File: src/design/skte_pkg.sv
// ---------------------------------------------------------------------------
// skte_pkg: shared types and constants for the sorted key table
// Entry layout, status codes, compare unit modes and the value byte mask.
// ---------------------------------------------------------------------------
package skte_pkg;

  localparam int ENTRIES     = 64;
  localparam int KEY_BYTES   = 8;
  localparam int VALUE_BYTES = 8;
  localparam int IDX_W       = $clog2(ENTRIES);
  localparam int COUNT_W     = $clog2(ENTRIES + 1);
  localparam int KEY_W       = 64;
  localparam int VALUE_W     = 64;
  localparam int LEN_W       = 4;
  localparam int TIME_W      = 32;
  localparam int STATUS_W    = 3;
  localparam int POS_W       = 6;
  localparam int REMOVED_W   = 7;
  localparam int IN_W        = 168;
  localparam int OUT_W       = 152;

  typedef enum logic [1:0] {
    OP_INSERT = 2'd0,
    OP_LOOKUP = 2'd1,
    OP_NEXT   = 2'd2,
    OP_PURGE  = 2'd3
  } op_t;

  typedef enum logic [STATUS_W-1:0] {
    ST_OK       = 3'd0,
    ST_NOTFOUND = 3'd1,
    ST_EXISTS   = 3'd2,
    ST_FULL     = 3'd3,
    ST_TOOBIG   = 3'd4,
    ST_NONEXT   = 3'd5
  } status_t;

  typedef enum logic {
    CMP_KEY = 1'b0,
    CMP_AGE = 1'b1
  } cmp_mode_t;

  typedef struct packed {
    logic [LEN_W-1:0]   len;
    logic [VALUE_W-1:0] value;
    logic [TIME_W-1:0]  stamp;
    logic [KEY_W-1:0]   key;
  } entry_t;

  typedef struct packed {
    logic lt;
    logic eq;
  } cmp_res_t;

  // Keep the low n bytes of a word.
  function automatic logic [VALUE_W-1:0] byte_mask(input logic [LEN_W-1:0] n);
    logic [VALUE_W-1:0] m;
    m = '0;
    for (int b = 0; b < VALUE_W / 8; b++) begin
      if (LEN_W'(b) < n) m[b*8 +: 8] = 8'hFF;
    end
    return m;
  endfunction

  function automatic logic [KEY_W-1:0] key_mask();
    logic [KEY_W-1:0] m;
    m = '0;
    for (int b = 0; b < KEY_BYTES; b++) m[b*8 +: 8] = 8'hFF;
    return m;
  endfunction

endpackage

File: src/design/skte_unit.sv
// ---------------------------------------------------------------------------
// skte_unit: shared compare unit
// Compares a stored key against the request key, or an entry's expiry
// time (stamp plus lifetime, no wrap) against the current time.
// ---------------------------------------------------------------------------
module skte_unit (
  input  skte_pkg::cmp_mode_t              mode,
  input  logic [skte_pkg::KEY_W-1:0]       stored_key,
  input  logic [skte_pkg::KEY_W-1:0]       req_key,
  input  logic [skte_pkg::TIME_W-1:0]      stamp,
  input  logic [skte_pkg::TIME_W-1:0]      lifetime,
  input  logic [skte_pkg::TIME_W-1:0]      now,
  output skte_pkg::cmp_res_t               res
);
  import skte_pkg::*;

  logic [TIME_W:0] expiry;
  logic [KEY_W:0]  opa;
  logic [KEY_W:0]  opb;

  always_comb begin
    expiry = {1'b0, stamp} + {1'b0, lifetime};
    if (mode == CMP_AGE) begin
      opa = (KEY_W + 1)'(expiry);
      opb = (KEY_W + 1)'(now);
    end else begin
      opa = {1'b0, stored_key};
      opb = {1'b0, req_key};
    end
    res.lt = opa < opb;
    res.eq = opa == opb;
  end

endmodule

File: config.mk
export PLATFORM = sky130hd
export DESIGN_NAME = skte_unit
export DESIGN_NICKNAME = d
export VERILOG_FILES = /design/src/design/skte_pkg.sv /design/src/design/skte_unit.sv
export SDC_FILE = /design/constraint.sdc
export NUM_CORES = 1
export LEC_CHECK = 0
export ABC_CLOCK_PERIOD_IN_PS = 4400
export BUFFER_PORTS_ARGS = -buffer_cell sky130_fd_sc_hd__buf_2
export CORE_AREA = 4 4 120 88
export DETAILED_ROUTE_END_ITERATION = 6
export DIE_AREA = 0 0 124 92
export GPL_ROUTABILITY_DRIVEN = 0
export MAX_ROUTING_LAYER = met4
export PLACE_DENSITY_LB_ADDON = 0.3
export SLEW_MARGIN = 10
export SYNTH_ARGS = -nofsm -noshare
export SYNTH_HDL_FRONTEND = slang
export SYNTH_SLANG_ARGS = --single-unit
File: constraint.sdc
create_clock -name vclk -period 4.4
set_input_delay 0.44 -clock vclk [all_inputs]
set_output_delay 0.44 -clock vclk [all_outputs]
set_load 0.05 [all_outputs]
# After elaboration in Yosys (flattened, before gate mapping)
# Index checks and enable logic that the tools add are counted.
totals:
  ff_bits: 0
  latch_bits: 0
  mem_bits_rw: 0
  mem_bits_ro: 0
  output_inout_bits: 2
  elab_cells: 5
  mem_count: 0
op_classes:
  addsub: 1
  mul: 0
  n_div: 0
  order_cmp: 1
  eq_ne: 1
  n_shift: 0
  muxes: 2
  bitwise_logic: 0
  reduce_logical: 0
ops:
  columns: ["operator", "count"]
  rows:
  - ["64-bit two-way mux", 2]
  - ["64-bit by 65-bit == test with 1-bit output", 1]
  - ["64-bit by 65-bit less-than comparator with 1-bit output", 1]
  - ["32-bit by 32-bit adder with 33-bit output", 1]

# Depth between registers and ports, before layout
# Gate-level depths: netlist of run 1.
depth:
  word_depth: 3
  mapped_depth: 16
  depth_no_buf: 16

# Worst setup path after synthesis of run 1
# Ideal clock, no wire load.
synth_timing:
  kind: "input-to-output"
  start: "input port stamp[0] (netlist bit)"
  end: "output port res[0] (netlist bit)"
  arrival_ns: 4.089
  required_time_ns: 3.960
  setup_slack_ns: -0.129
  path_stages: 14
  n_path_buf: 0
  cell_sequence: "ha_1 > inv_1 > fa_1 > nand2b_1 > a21oi_2 > o21ai_2 > a2111oi_4 > o21ai_1 > a31o_1 > ha_1 > nand4_1 > nor4_1 > nand2_1 > nor3_1"
synth_rtl:
  columns: ["item", "line_no", "text"]
  rows:
  - ["start: declaration", "skte_unit.sv:10", "input logic [skte_pkg::TIME_W-1:0] stamp,"]
  - ["end: declaration", "skte_unit.sv:13", "output skte_pkg::cmp_res_t res"]

==> metrics, run 1 <==
DP Wirelength=13.8 mm; Floorplan Core Area=9420 um^2; cell type contributing the most total cell area after synthesis=ha_1; share of total power in the clock network=0%; post-route worst hold slack=1.61 ns; via count of the routed design=5946; total wirelength of the detailed-routed design=16.8 mm; cell area after technology mapping=4530 um^2; grt total ovfl=0; worst hold path class=in2out; post-layout util=66.0%; cell-internal power=0.000369 W; combinational share of power=100.0%; count of buffers from port buffering=227; Worst setup EP type=primary output; average vias per placed instance=5.98; Starting Density=48.1%; cells taking the most area after synthesis=ha_1 (27%), nand2_1 (7.5%), mux2i_1 (7.3%); maximum number of pins on one net before global-route repair=97; width of the die=124 um; wire length of the first global-routing pass=25.4 mm; Worst path depth=17; power density normalized to cell area=129 nW/um^2; Area growth syn-to-layout=37.2%; Rel. slew slack=61.3%; max-cap violations=0; Remaining DRCs=0; Data arrival, critical path=3.85 ns; drt initial violations=409; via count of the first global-routing pass=5761; peak fanout along the critical path=6; CP Buf/Inv Count=4; setup_tns=0 ns; data required time of the worst path=3.96 ns; overall fraction of global-route tracks in use=27.0%; Final Cycle Share=97.4%; post-synth net total=953; clock buffer instance count of the final layout=0; number of detailed-routing iterations run before antenna repair=5; vertical extent of the die=92 um; count of sequential standard cells=0; top achievable clock speed=233 MHz; leakage power figure=3.18 nW; synth cell count leaders=ha_1 (96), nand2_1 (90), a21oi_1 (52); Routed WL per cell=16.9 um; Setup-failing EPs final=0; fin area=6220 um^2; total chip power=0.000805 W; number of I/O pins=227; min cycle time layout=4.29 ns; Nets=1190; number of cells produced by synthesis=631; switching share of total power=54.2%; most repeated cell in the gate-level netlist after synthesis=ha_1; final hold vios=0; yosys warns=0; first element of the critical path=lifetime[19]; cell mode on critical path=a21o_1; footprint of the flip-flops and latches=0 um^2; sequential share of the synthesized area=0%; sequence of cells on the critical path=buf_2, ha_2, buf_4, nand2_2, nor4_4, inv_1, a2111oi_4, o21ai_1, a31o_1, ha_4, a21o_1, a21o_1, a221oi_2, o22ai_1, a221o_1, nor2_2, buf_6; post-detailed-placement cell area=5960 um^2; Total Die Area=11400 um^2; fraction of synthesized cell area taken by the top area cell type=26.5%; Mean Syn Cell Area=7.18 um^2; register share of total power=0%; critical path's slowest cell=ha_2; largest stage delay on the critical path=0.38 ns; Setup Crit Path Kind=in2out; status=complete, no violations; reported net switching power=0.000436 W; diode insertion count for antenna repair=0; Cells on Worst Hold Path=8; kind of cell with the highest combined delay on the critical path=compound AO/OA/AOI/OAI gates; initial antenna violation count=0; number of pins with negative max-slew slack in the final report=0; slew at the pin closest to its max-slew limit=0.576 ns; antenna viol nets, final=0; origin of the worst min-delay path=req_key[63]; FP Rows=30; fraction of final layout cells with drive strength greater than 1=37.9%; number of buffers added to fix hold violations after cts=0; kind of start point of the critical path=input pin; endpoint of the worst hold-timing path=res[1]; worst vdd rail ir drop=0.0636 mV; count of different cell masters after synthesis=71
[power groups by stage]
stage	registers, W	logic, W	clock network (W)
CTS	0	0.000748	0
finish	0	0.000805	0
global placement	0	0.000709	0
global route	0	0.000886	0
floorplan	0	0.000482	0
detailed placement	0	0.000738	0
[cells in the final DEF, fill, tap and decap left out, types with 4 or more instances in the layout]
cell type	instances
mux2_2	12
o21ai_1	8
a21o_1	33
o211ai_1	6
nor2b_1	33
a211oi_1	8
nand3_1	17
nor2_1	39
nor3_1	12
o21bai_1	4
mux2i_1	33
buf_2	223
nand2_1	88
o31ai_1	6
nand2_2	5
ha_1	90
o21a_1	5
buf_4	30
a21oi_2	10
buf_6	4
o21ai_0	19
ha_2	4
inv_1	14
xnor2_1	5
nand4_1	22
xor2_1	6
a21oi_1	44
[how the worst max path moves through the flow]
| stage | end | slack (ns) |
|---|---|---|
| floorplan | res[1] | 0.14 |
| global placement | res[1] | -0.0007 |
| detailed placement | res[1] | -0.09 |
| CTS | res[1] | 0.02 |
| global route | res[1] | -0.05 |
| finish | res[1] | 0.11 |
[cell type report]
type	instances	area [um^2]
Multi-Input combinational cell	592	4590
Inverter	16	60.1
Tap cell	128	160
Fill cell	852	3200
Timing Repair Buffer	258	1410
[logic make-up (layout without fill, tap and decap cells)]
kind of cell / after synthesis / in the layout / share of synthesized area [%]
compound gates: 193 / 193 / 30.0
xor+xnor: 11 / 11 / 2.13
fa+ha+maj: 97 / 97 / 26.9
simple gates: 246 / 246 / 27.2
buf+inv: 39 / 274 / 3.45
mux: 45 / 45 / 10.3
[metal layers]
| layer | wire (um) | global-route usage [%] |
|---|---|---|
| met1 | 6950 | 34.4 |
| met2 | 8090 | 47.4 |
| met3 | 1330 | 1.36 |
| met4 | 391 | 4.92 |
| met5 | 0 | - |
[metrics by stage]
step,instances,worst slack [ns]
final,994,0.115
after global routing,994,-0.0461
after CTS,991,0.0172
after detailed placement,991,-0.0929
after global placement,991,-0.000655
after floorplan,631,0.135
[timing repair]
action                                  CTS  global route
endpoints found under the setup margin    1             2
pin swaps                                 0            22
gates resized for setup                   4            44
setup buffers                             0             3
(Power assumes the default switching activity.)
==> run 2: changes to the inputs <==
--- a/config.mk
+++ b/config.mk
@@ -13,6 +13,7 @@
 export GPL_ROUTABILITY_DRIVEN = 0
 export MAX_ROUTING_LAYER = met4
 export PLACE_DENSITY_LB_ADDON = 0.3
+export RECOVER_POWER = 25
 export SLEW_MARGIN = 10
 export SYNTH_ARGS = -nofsm -noshare
 export SYNTH_HDL_FRONTEND = slang
==> run 2 against run 1 <==
  * Final cell count unchanged
  * Combinational power about the same
  * First-iteration DRC count increased by 0.24%
  * Total power about the same
  * Clock-buffer cell count unchanged
  * Die area unchanged
  * Cell area unchanged
  * Largest cell class unchanged
  * Critical endpoint unchanged
==> metrics, run 2 (synthesis results as in run 1) <==
status=complete, no violations; commonest cells after routing, fill and taps aside=buf_2 (222), ha_1 (90), nand2_1 (88); Floorplan Core Area=9420 um^2; top achievable clock speed=233 MHz; Nets=1190; fraction of final layout cells with drive strength greater than 1=37.9%; largest stage delay on the critical path=0.38 ns; most common library cell in the layout ignoring fill and taps=buf_2; worst vdd rail ir drop=0.0637 mV; grt total ovfl=0; kind of start point of the critical path=input pin; initial antenna violation count=0; via count of the routed design=5963; Routed WL per cell=16.8 um; total wirelength of the detailed-routed design=16.7 mm; diode insertion count for antenna repair=0; max-cap violations=0; post-detailed-placement cell area=5960 um^2; Data arrival, critical path=3.84 ns; critical path's slowest cell=ha_2; drt initial violations=410; antenna viol nets, final=0; count of sequential standard cells=0; power density normalized to cell area=129 nW/um^2; worst hold path class=in2out; width of the die=124 um; Worst setup EP type=primary output; number of I/O pins=227; CP Buf/Inv Count=4; area used by multi-input combinational logic=4590 um^2; sequence of cells on the critical path=buf_2, ha_2, buf_4, nand2_2, nor4_4, inv_1, a2111oi_4, o21ai_1, a31o_1, ha_4, a21o_1, a21o_1, a221oi_2, o22ai_1, a221o_1, nor2_2, buf_6; DP Wirelength=13.8 mm; count of buffers from port buffering=227; post-layout util=66.0%; slew at the pin closest to its max-slew limit=0.575 ns; peak fanout along the critical path=6; Total Die Area=11400 um^2; vertical extent of the die=92 um; clock buffer instance count of the final layout=0; FP Rows=30; Final Cycle Share=97.3%; Area growth syn-to-layout=37.2%; Starting Density=48.1%; cell mode on critical path=a21o_1; overall fraction of global-route tracks in use=27.0%; via count of the first global-routing pass=5761; leakage power figure=3.18 nW; Rel. slew slack=61.3%; data required time of the worst path=3.96 ns; footprint of the flip-flops and latches=0 um^2; maximum number of pins on one net before global-route repair=97; Remaining DRCs=0; fin area=6220 um^2; number of pins with negative max-slew slack in the final report=0; kind of cell with the highest combined delay on the critical path=compound AO/OA/AOI/OAI gates; wire length of the first global-routing pass=25.4 mm; Fillers=852; final hold vios=0; average vias per placed instance=6.00; min cycle time layout=4.28 ns; Setup Crit Path Kind=in2out; Setup-failing EPs final=0; number of detailed-routing iterations run before antenna repair=5
## run 2: changes by cell type in the layout (fill, tap and decap cells not counted)
cell,delta
buf_2,-1
clkbuf_2,+1
## run 2: path summary, 6_finish.rpt
path,startpoint,to,cells after the start
min,req_key[63],res[1],8
max,lifetime[19],res[1],17
## run 2: per-layer routing
layer	global-route usage (%)	wire length (um)	vias to the layer above
met3	1.36	1320	58
met5	-	0	-
li1	-	-	2853
met1	34.4	6930	2757
met2	47.4	8060	295
met4	4.92	418	0
## run 2: power breakdown
part           leakage [nW]  switching, W  internal [W]
registers                 0             0             0
logic                  3.18      0.000436      0.000369
clock network             0             0             0
## run 2: tightest hold or removal path, stage by stage
cell,delay (ns)
buf_2,0.10
nand2_1,0.06
ha_1,0.13
a21oi_1,0.04
o221ai_1,0.07
a311o_1,0.14
nor2_2,0.04
buf_6,0.14
## run 2: repair_timing
action / in CTS / in global routing
hold buffers: 0 / 0
pin swaps: 0 / 22
buffers inserted: 0 / 3
endpoints found under the setup margin: 1 / 2
resized for setup: 4 / 44
## run 2: cell type report
cell class	count	area share [%]
inverters	16	0.966
multi-input cells	592	73.8
well taps	128	2.58
repair buffers	258	22.6
## run 2: stage by stage
stage                     hold WS [ns]  power (W)  instances  setup TNS [ns]  setup WS, ns
after floorplan                   1.38   0.000482        631               0         0.135
after global placement            1.63   0.000709        991       -0.000655     -0.000655
after detailed placement          1.64   0.000738        991         -0.0929       -0.0929
after CTS                         1.62   0.000748        991               0        0.0172
after global routing              1.67   0.000886        994         -0.0461       -0.0461
final                             1.61   0.000805        994               0         0.117
