### src/design/skte_ram.sv
// ---------------------------------------------------------------------------
// skte_ram: generic single-write, single-read RAM
// One write port, one read port with registered read data.
// ---------------------------------------------------------------------------
module skte_ram #(
  parameter int WIDTH = 8,
  parameter int DEPTH = 16
) (
  input  logic                     clk,
  input  logic                     we,
  input  logic [$clog2(DEPTH)-1:0] waddr,
  input  logic [WIDTH-1:0]         wdata,
  input  logic [$clog2(DEPTH)-1:0] raddr,
  output logic [WIDTH-1:0]         rdata
);

  logic [WIDTH-1:0] mem [DEPTH];

  always_ff @(posedge clk) begin
    if (we) mem[waddr] <= wdata;
    rdata <= mem[raddr];
  end

endmodule

### config.mk
export PLATFORM = sky130hd
export DESIGN_NAME = skte_ram
export DESIGN_NICKNAME = d
export VERILOG_FILES = /design/src/design/skte_ram.sv
export SDC_FILE = /design/constraint.sdc
export NUM_CORES = 1
export LEC_CHECK = 0
export BUFFER_PORTS_ARGS = -buffer_cell sky130_fd_sc_hd__buf_2
export CAP_MARGIN = 10
export CORE_MARGIN = 8
export CORE_UTILIZATION = 35
export CTS_BUF_LIST = sky130_fd_sc_hd__clkbuf_4 sky130_fd_sc_hd__clkbuf_8 sky130_fd_sc_hd__clkbuf_16
export CTS_CLUSTER_SIZE = 24
export DETAILED_ROUTE_END_ITERATION = 8
export SKIP_LAST_GASP = 1
export SLEW_MARGIN = 0
export SYNTH_ARGS = -nofsm -noshare
export SYNTH_HDL_FRONTEND = slang
export SYNTH_SLANG_ARGS = --single-unit
### constraint.sdc
create_clock -name clk -period 3.4 [get_ports clk]
set_clock_uncertainty 0.2 [all_clocks]
set_input_delay 0.51 -clock clk [delete_from_list [all_inputs] [get_ports clk]]
set_output_delay 0.51 -clock clk [all_outputs]
set_load 0.05 [all_outputs]
== Word level (Yosys, flattened, before mapping) ==
Memories as Yosys holds them, arrays and structs flattened. A register that Yosys moved wholly into a read port is not among the register bits.
Cells that the tools add are included.

* Memory bits (writable): 128
* Memories kept: 1
* Bits of input ports: 18
* Word-level logic and storage cells: 3
* Output and inout port bits: 8
* Register bits after elaboration: 0

{| class="wikitable"
|+ Memories
! name !! depth !! width !! read ports !! clocked after Yosys merged registers in !! wr ports !! line !! text
|-
| mem || 16 || 8 || 1 || 1 || 1 || 17 || <nowiki>logic [WIDTH-1:0] mem [DEPTH];</nowiki>
|}

* Multiplexer cells: 2

{| class="wikitable"
|+ Operators by type and width
! operator !! count
|-
| 1-bit two-way mux || 2
|}

== Logic depth before layout (Yosys ltp) ==
Gate-level depths: netlist of run 1.

* Depth after elaboration: 2
* Mapped depth: 5
* Mapped depth without buffers: 3

== Worst setup path before layout of run 1 ==
OpenSTA, ideal clock, no wires.

* Path kind: input port to flip-flop
* Start point: input waddr[2]
* End point: memory mem[0][0], enable pin
* Library setup time: 0.383 ns
* Data required time: 2.817 ns
* Stages: 2
* Buffers on the path: 0
* Data arrival time: 1.620 ns
* Slack: 1.197 ns
* Cell sequence: or3b_2 -> nor3_1

{| class="wikitable"
|+ RTL lines
! element !! line !! text
|-
| start: declaration || 11 || <nowiki>input logic [$clog2(DEPTH)-1:0] waddr,</nowiki>
|-
| end: declaration || 17 ||
|}

Straight into the memory's write port.

==> summary.md, run 1 <==
| Metric | Value |
|---|---|
| Gr usage total | 11.5% |
| Fin. max-slew vios | 0 |
| Area grow syn2layout | 18.7% |
| Clock latency on the worst-skew pair | 400 ps |
| Crit path cell chain | buf_2 -> buf_12 -> mux4_1 -> a22oi_1 -> nand2_1 |
| Post-CTS Hold Fix Bufs | 0 |
| Hpwl dp | 6540 µm |
| Crit path DAT | about 2100 ps |
| Sequential area share after synthesis | 77.8% |
| Hold_ws | roughly 300 ps |
| Share of layout cells above drive strength 1 | just under 30% |
| Mapped Area | between 5000 and 6000 µm² |
| Initial antenna violation count | 0 |
| RePlAce Congestion | 0.717 |
| Worst hold start | wdata[6] |
| Vias | 2372 |
| Pwr dens | 652 nW/µm² |
| Fin crit period | 2060 ps |
| Worst reg2reg path startpoint | mem[2][3]$_DFFE_PP_ |
| IO Count | 26 |
| DRT iter0 DRCs | 233 |
| Initial core utilization | 35.6% |
| GRT overflow | 0 |
| Num rows | 44 |
| Critical-path maximum fanout | 19 |
| Fin util | around 42% |
| RSZ-0062 raised after global routing | false |
| Die height | about 140 µm |
| Via/cell ratio | 5.07 |
| Slew HR | 38.7% |
| Total negative slack | 0 ps |
| DRC Markers | 0 |
| Highest clock rate | 0.486 GHz |
| Clock slew at reported path FFs | 60 ps |
| Ant diodes | 0 |
| Vias in the first global route | 2507 |
| Final wirelength | between 10000 and 15000 µm |
| Most frequent cells in the layout | edfxtp_1, buf_2, mux4_2 |
| CP endpoint kind | flop |
| Seq cells post-synth | around 140 |
| Number of buffers created by CTS | 17 |
| Hold Fails Final Rpt | 0 |
| First-pass GRT wire length | 15300 µm |
| CP startpoint | raddr[0] |
| Synth warn | 0 |
| Die X | 137 µm |
| Synthesized net count | 247 |
| Hold Path Stages | 1 |
| CTS tree | yes |
| Critical Path Slowest Stage Cell | mux4_1 |
| Crit share post-route | 60.6% |
| # resized after CTS | 0 |
| Slew @ Worst Pin | 916 ps |
| CTS H-Tree Depth | 4 |
| Critical Path RT | around 3500 ps |
| Slowest stage delay, CP | approximately 550 ps |
| Max-cap violations | 0 |
| Detailed-router iteration count before antenna repair | 4 |
| Synthesized instance count | around 230 |
| Worst Hold Class | in -> reg |
| Total setup buffers inserted after CTS | 0 |
| CP Launch Type | input port |
| CTS root buffer | clkbuf_16 |
| Die area | 18800 µm² |
| Largest net degree at the start of global routing | 21 |
| Wire per inst | 21.4 µm |
| Buffers added on ports | 25 |
| Final net count | about 290 |
| Commonest non-fill, non-tap cell in the layout | edfxtp_1 |
| Avg Cell Area, Syn | 22.5 µm² |
| Reg2Reg Depth | 3 |
| Max clock buf depth | 2 |
| Maximum VDD drop | 607 µV |
| Clock sink count | 136 |
| # setup viols final | 0 |
| Leakage | 2.04 nW |
| Final ANT Viol Nets | 0 |
| Setup CP Type | in -> reg |
| Synth cell types | 19 |
| Outcome | finished clean |
| Core Region | 14500 µm² |
## state kept, by name, indices dropped and copies added, names as in the netlist
register  flops
rdata         8
mem         128
## where the power goes
group / leakage, nW / internal, W / switching [W]
sequential: 1.22 / 0.00188 / 0.0000113
combinational: 0.516 / 0.0000714 / 0.000136
clock: 0.299 / 0.00124 / 0.000648
## critical path: cells and delay by family
family,cells,cell delay (ps)
multiplexers,1,550
AO/OA/AOI/OAI,1,250
AND/OR/NAND/NOR,1,70
buffers and inverters,2,750
## metal layers
layer	routed length, µm	vias to the layer above	GRT usage [%]
met5	0	-	0
met4	67	0	4.71
met3	680	5	3.98
met2	4650	79	16.4
met1	4620	1225	15.8
li1	-	1063	-
## metrics by stage
step,worst slack (ps),power (W),std cells,instance area (µm²)
finish,1340,0.00398,468,6110
global route,1250,0.00411,468,6110
CTS,1320,0.00402,468,6110
detailed placement,887,0.00213,436,5490
global placement,864,0.00213,436,5490
floorplan,1200,0.00205,229,5150
## logic make-up (layout without fill, tap and decap cells)
kind of cell | count (synthesis) | in the layout | share of synthesized area (%)
AO/OA/AOI/OAI | 16 | 16 | 2.33
buffers and inverters | 10 | 65 | 1.68
AND/OR/NAND/NOR | 35 | 35 | 3.18
flip-flops | 136 | 136 | 77.8
multiplexers | 32 | 32 | 15.0
## path summary, 6_finish.rpt
path,slack [ps],endpoint
max,1340,rdata[5]$_DFF_P_
min,300,mem[6][6]$_DFFE_PP_
max reg2reg,1750,rdata[3]$_DFF_P_
min reg2reg,470,rdata[2]$_DFF_P_
## cells in the mapped netlist
cell type          n  area [µm²]
dfxtp_1            8         160
nor3_1             4        20.0
mux4_1            14         368
and2_1             1        6.26
buf_6              3        33.8
clkdlybuf4s25_2    3        30.0
and2b_1            1        7.51
nand3_1            1        5.00
or3b_2             1        8.76
a22oi_1           16         120
nand2_1            9        33.8
nand2b_1           2        12.5
nor2_1            13        48.8
nand3b_1           2        15.0
edfxtp_1         128        3840
nor2b_1            1        6.26
buf_2              3        15.0
mux4_2            18         405
buf_4              1        7.51
## area by class of cell
class                           count  area (µm²)
Clock buffer                       19         440
Clock inverter                     13         179
Fill cell                        1245        8370
Multi-Input combinational cell     83        1060
Sequential cell                   136        4000
Tap cell                          184         230
Timing Repair Buffer               33         198
(Power assumes the default switching activity.)
==> run 2: changes to the inputs <==
- ABC_AREA: default -> 1
- clock period: 3.4 -> 2.1 ns (I/O delays scaled with it)
==> summary.md, run 2 <==
| Metric | Value |
|---|---|
| Outcome | finished clean |
| Crit share post-route | 74.3% |
| Mapped Area | 5770 µm² (+12%) |
| CP endpoint kind | output port |
| Die area | 20800 µm² (+11%) |
| Avg Cell Area, Syn | 10.5 µm² (-53%) |
| Clock sink count | 136 (unchanged) |
| Max clock buf depth | 2 (unchanged) |
| Pwr dens | 943 nW/µm² (+45%) |
| Number of buffers created by CTS | 17 (unchanged) |
| Placed cell area | 6200 µm² (+13%) |
| Clock group share of total power | 45.7% (-1.7 points) |
| Slew HR | 54.7% (+16 points) |
| CTS H-Tree Depth | 4 (unchanged) |
| Net Switching | 0.00140 W (+76%) |
| CTS tree | yes |
| Critical Path Slowest Stage Cell | dfxtp_1 |
| Total negative slack | 0 ps (unchanged) |
| CP Launch Type | flop |
| Final wirelength | 12700 µm (+27%) |
| Worst reg2reg path startpoint | mem[5][3]$_DFFE_PP_ |
| Synth cell types | 12 (-7) |
| Critical Path RT | 1580 ps (-1900 ps) |
| Reg2Reg Depth | 6 (+3) |
| Sw Ratio | 21.9% (+1.9 points) |
| DRC Markers | 0 (unchanged) |
| Synth warn | 0 (unchanged) |
| Clock slew at reported path FFs | 60 ps (about the same) |
| Crit path DAT | 1050 ps (-1090 ps) |
| Die X | 144 µm (+5.2%) |
| Most frequent cell after synthesis | nand2_1 |
| Seq cells post-synth | 136 (unchanged) |
| Critical-path maximum fanout | 1 (-18) |
| Int Pwr | 0.00499 W (+57%) |
| Max-cap violations | 0 (unchanged) |
| Commonest non-fill, non-tap cell in the layout | nand2_1 |
| Total setup buffers inserted after CTS | 0 (unchanged) |
| Wire per inst | 15.4 µm (-28%) |
| Post-synth EDFFs | 128 (unchanged) |
| RR Endpoint | rdata[3]$_DFF_P_ |
| Die height | 144 µm (+5.2%) |
| Setup WS pre-CTS | 347 ps (-540 ps) |
| Comb pwr share | 6.6% (+1.4 points) |
| RSZ-0062 raised after global routing | false |
| Number of flip-flops in the largest register | 128 (unchanged) |
| Num rows | 47 (+6.8%) |
| Worst R2R Setup Slack | 880 ps (-870 ps) |
| Yosys top cell area share | 66.7% (-8.0 points) |
| Initial antenna violation count | 0 (unchanged) |
| Filler cell count | 1613 (+30%) |
| Initial core utilization | 35.3% (-0.28 points) |
| Final worst slack | 539 ps (-801 ps) |
| Worst Hold Class | in -> reg |
| Clock latency on the worst-skew pair | 410 ps (about the same) |
| Crit path cell chain | buf_2 |
| Fin. max-slew vios | 0 (unchanged) |
| Maximum VDD drop | 636 µV (+4.8%) |
| Most frequent cells in the layout | nand2_1, edfxtp_1, inv_1 |
| Vias | 3740 (+58%) |
| First-pass GRT wire length | 20300 µm (+33%) |
| Area grow syn2layout | 17.6% |
| Reg power frac | 47.7% (+0.3 points) |
| Hpwl dp | 8060 µm (+23%) |
| Worst Path Buf+Inv | 1 (-1) |
| GRT overflow | 0 (unchanged) |
| Hold_ws | 88.3 ps (-212 ps) |
| Synth top area cells | edfxtp_1, nand2_1, nand3_1 |
| Via/cell ratio | 4.53 (-11%) |
| Fin crit period | 1560 ps |
| Setup CP Type | reg -> out |
| Hold Path Stages | 3 (+2) |
| Ys flop type | edfxtp_1 |
| Leading area contributor after synthesis | edfxtp_1 |
| # resized after CTS | 0 (unchanged) |
| Top cells by count, synth | nand2_1, edfxtp_1, inv_1 |
| CTS root buffer | clkbuf_16 |
| Synthesized net count | 569 (+130%) |
| Ys async rst share | 0% (unchanged) |
| RePlAce Congestion | 0.806 (+12%) |
| Buffers added on ports | 25 (unchanged) |
| Gr usage total | 13.0% (+1.5 points) |
| Hold Crit Endpoint | rdata[4]$_DFF_P_ |
| # setup viols final | 0 (unchanged) |
| Ant diodes | 0 (unchanged) |
| Highest clock rate | 0.641 GHz |
| CP Depth | 1 (-4) |
| Largest net degree at the start of global routing | 65 (+210%) |
| Core Region | 16300 µm² (+13%) |
| Sequential area share after synthesis | 69.4% (-8.4 points) |
| Fin util | 41.5% (-0.71 points) |
| Share of layout cells above drive strength 1 | 12.9% (-16 points) |
| IO Count | 26 (unchanged) |
| Slowest stage delay, CP | 360 ps (-190 ps) |
| Synthesized instance count | 551 (+140%) |
| Final instance area | 6780 µm² (+11%) |
| Top reg by flops | mem |
| CP delay by family, top | flip-flops |
| DRT iter0 DRCs | 362 (+55%) |
| CP startpoint | rdata[5]$_DFF_P_ |
| Final net count | 610 (+110%) |
| Regs by FF count | mem (128), rdata (8) |
| Hold Fails Final Rpt | 0 (unchanged) |
| Slew @ Worst Pin | 678 ps (-237 ps) |
| Post-CTS Hold Fix Bufs | 0 (unchanged) |
| Leakage | 2.93 nW (+44%) |
| Vias in the first global route | 3830 (+53%) |
| Final ANT Viol Nets | 0 (unchanged) |
| Detailed-router iteration count before antenna repair | 5 (+1) |
| Worst hold start | raddr[3] |
-- run 2: changes by cell type after synthesis, sizes merged, moves of 2 or more --
cell | previous run | this run
buf | 7 | 24
mux4 | 32 | 0
nor3 | 4 | 0
nand2 | 9 | 173
inv | 0 | 102
nand2b | 2 | 0
clkdlybuf4s25 | 3 | 0
nor2 | 13 | 17
nand3 | 1 | 97
a22oi | 16 | 0
-- run 2: layer usage --
| metal | up-vias | global-route usage (%) | part of all wire [%] |
|---|---|---|---|
| met5 | - | 0 | 0 |
| met4 | 0 | 7.23 | 2.2 |
| met3 | 22 | 2.41 | 4.5 |
| met2 | 108 | 21.7 | 49 |
| met1 | 1753 | 15.5 | 44 |
| li1 | 1857 | - | - |
-- run 2: cells by family after synthesis --
group	after synthesis	share of synthesized area [%]
simple gates	289	21.0
flops	136	69.4
buf+inv	126	9.52
-- run 2: worst max-delay path by stage --
stage | endpoint | slack (ps)
global placement | rdata[1]$_DFF_P_ | 330
global route | rdata[5] | 500
CTS | rdata[5] | 520
detailed placement | rdata[1]$_DFF_P_ | 350
finish | rdata[5] | 540
floorplan | mem[10][0]$_DFFE_PP_ | 630
-- run 2: cell type report --
cell class / instances / area [µm²] / share of cell area, %
sequential: 136 / 4000 / 59.0
clock buffer: 17 / 425 / 6.27
timing repair buffer: 46 / 320 / 4.72
clock inverter: 15 / 160 / 2.36
tap: 220 / 275 / 4.06
inverter: 102 / 383 / 5.65
multi-input combinational: 289 / 1210 / 17.9
-- run 2: power groups by stage --
stage	clock network, W	logic, W	registers (W)
final	0.00292	0.000421	0.00305
after global routing	0.00307	0.000464	0.00306
after CTS	0.00297	0.000426	0.00305
after detailed placement	0	0.000424	0.00311
after global placement	0	0.000423	0.00311
after floorplan	0	0.000214	0.00317
-- run 2: through the flow --
step           power [W]  cells
2_1_floorplan    0.00338    551
3_3_place_gp     0.00353    793
3_5_place_dp     0.00353    793
4_1_cts          0.00645    825
5_1_grt          0.00659    825
6_report         0.00639    825
-- run 2: tightest hold or removal path, stage by stage --
cell,delay (ps)
buf_2,180
nand3_1,100
nand2_1,50
==> run 3: changes to the inputs <==
- clock period: 2.1 -> 1.5 ns (I/O delays scaled with it)
==> summary.md, run 3 (synthesis results as in run 2) <==
| Metric | Value |
|---|---|
| Outcome | finished clean |
| Top reg by flops | mem |
| Regs by FF count | mem (128), rdata (8) |
| Pwr Total | 0.00924 W (+45%) |
| Worst Path Buf+Inv | 1 (unchanged) |
| Fin. max-slew vios | 0 (unchanged) |
| Max clock buf depth | 2 (unchanged) |
| Setup WS pre-CTS | -3.48 ps (-350 ps) |
| Slowest stage delay, CP | 350 ps (about the same) |
| Worst Hold Class | in -> reg |
| RePlAce Congestion | 0.843 (+4.6%) |
| DRT iter0 DRCs | 250 (-31%) |
| Commonest non-fill, non-tap cell in the layout | nand2_1 |
| Crit share post-route | 95.4% |
| GRT overflow | 0 (unchanged) |
| Final instance area | 6920 µm² (+2.0%) |
| Number of flip-flops in the largest register | 128 (unchanged) |
| Clock slew at reported path FFs | 50 ps (about the same) |
| CP Launch Type | flop |
| Largest net degree at the start of global routing | 57 (-12%) |
| Number of buffers created by CTS | 17 (unchanged) |
| Initial antenna violation count | 0 (unchanged) |
| Fin crit period | 1430 ps |
| RSZ-0062 raised after global routing | false |
| Critical-path maximum fanout | 1 (unchanged) |
| Hpwl dp | 8160 µm (+1.2%) |
| CP delay by family, top | flip-flops |
| Clock latency on the worst-skew pair | 420 ps (about the same) |
| Crit path DAT | 1010 ps (-40 ps) |
| DRC Markers | 0 (unchanged) |
| Final wirelength | 12400 µm (-2.6%) |
| DR WL met2 | 6110 µm (-2.4%) |
| Vias in the first global route | 3896 (+1.7%) |
| CTS H-Tree Depth | 4 (unchanged) |
| First-pass GRT wire length | 19900 µm (-2.0%) |
| Buffers added on ports | 25 (unchanged) |
| Final ANT Viol Nets | 0 (unchanged) |
| Placed cell area | 6270 µm² (+1.1%) |
| Critical Path Slowest Stage Cell | dfxtp_1 |
| WL met3 | 491 µm (-15%) |
| Core Region | 16300 µm² (unchanged) |
| Crit path cell chain | clkbuf_4 |
| CTS tree | yes |
| Initial core utilization | 35.3% (unchanged) |
| Vias | 3805 (+1.7%) |
| Highest clock rate | 0.699 GHz |
| Hold Fails Final Rpt | 0 (unchanged) |
| CTS root buffer | clkbuf_16 |
| Pwr dens | 1340 nW/µm² (+42%) |
| Most frequent cells in the layout | nand2_1, edfxtp_1, inv_1 |
| Setup CP Type | reg -> out |
| Detailed-router iteration count before antenna repair | 5 (unchanged) |
| Final net count | 618 (+1.3%) |
| Share of layout cells above drive strength 1 | 13.9% (+0.97 points) |
| # setup viols final | 0 (unchanged) |
| Slew @ Worst Pin | 334 ps (-344 ps) |
| Die area | 20800 µm² (unchanged) |
| Clock sink count | 136 (unchanged) |
| Wire per inst | 14.9 µm (-3.5%) |
| Post-Route M1 WL | 5400 µm (-3.3%) |
| Final worst slack | 69.0 ps (-470 ps) |
| Filler cell count | 1592 (-1.3%) |
| Die X | 144 µm (unchanged) |
| CP endpoint kind | output port |
| Area grow syn2layout | 19.9% |
| Maximum VDD drop | 755 µV (+19%) |
| Fin util | 42.3% (+0.82 points) |
| Slew HR | 77.7% (+23 points) |
| Top Layer Used | met4 |
| Die height | 144 µm (unchanged) |
| Leakage | 3.00 nW (+2.6%) |
| Gr usage total | 12.8% (-0.14 points) |
| IO Count | 26 (unchanged) |
| Via/cell ratio | 4.57 (+0.76%) |
| Ant diodes | 0 (unchanged) |
| Num rows | 47 (unchanged) |
| Max-cap violations | 0 (unchanged) |
| Critical Path RT | 1070 ps (-510 ps) |
run 3: routing by layer:
layer / global-route usage [%] / vias up
met4: 7.56 / 0
met3: 2.61 / 24
li1: - / 1873
met1: 15.0 / 1812
met2: 21.6 / 96
met5: 0 / -
run 3: timing repair:
action	in CTS	in global routing
hold buffers	2	0
endpoints found under the hold margin	32	0
endpoints found under the setup margin	1	1
pin swaps	0	0
setup buffers	0	0
gates cloned	0	0
gates resized for setup	1	1
run 3: final cells by class:
cell class	count	area (µm²)	share of cell area, %
well taps	220	275	3.98
flip-flops and latches	136	4000	57.9
inverters	102	383	5.54
multi-input cells	289	1210	17.6
clock buffers	22	475	6.88
clock inverters	10	149	2.15
repair buffers	54	415	6.01
run 3: path summary, 6_finish.rpt:
kind / start / end / slack, ps / cells past startpoint
setup / recovery: rdata[5]$_DFF_P_ / rdata[5] / 70 / 1
hold / removal: wdata[3] / mem[1][3]$_DFFE_PP_ / 10 / 1
setup reg to reg: mem[7][0]$_DFFE_PP_ / rdata[0]$_DFF_P_ / 330 / 6
hold reg to reg: mem[10][6]$_DFFE_PP_ / rdata[6]$_DFF_P_ / 450 / 6
run 3: power by group:
part	internal (W)	switching, W	total [W]
logic	0.000183	0.000424	0.000607
clock network	0.00290	0.00146	0.00436
registers	0.00425	0.0000248	0.00427
total	0.00733	0.00191	0.00924
run 3: per-stage QoR:
| step | cells | setup TNS (ps) | hold slack [ps] |
|---|---|---|---|
| after floorplan | 551 | 0 | 124 |
| after global placement | 799 | 0 | 421 |
| after detailed placement | 799 | -3.48 | 429 |
| after CTS | 833 | 0 | 2.06 |
| after global routing | 833 | 0 | 9.98 |
| final | 833 | 0 | 11.3 |
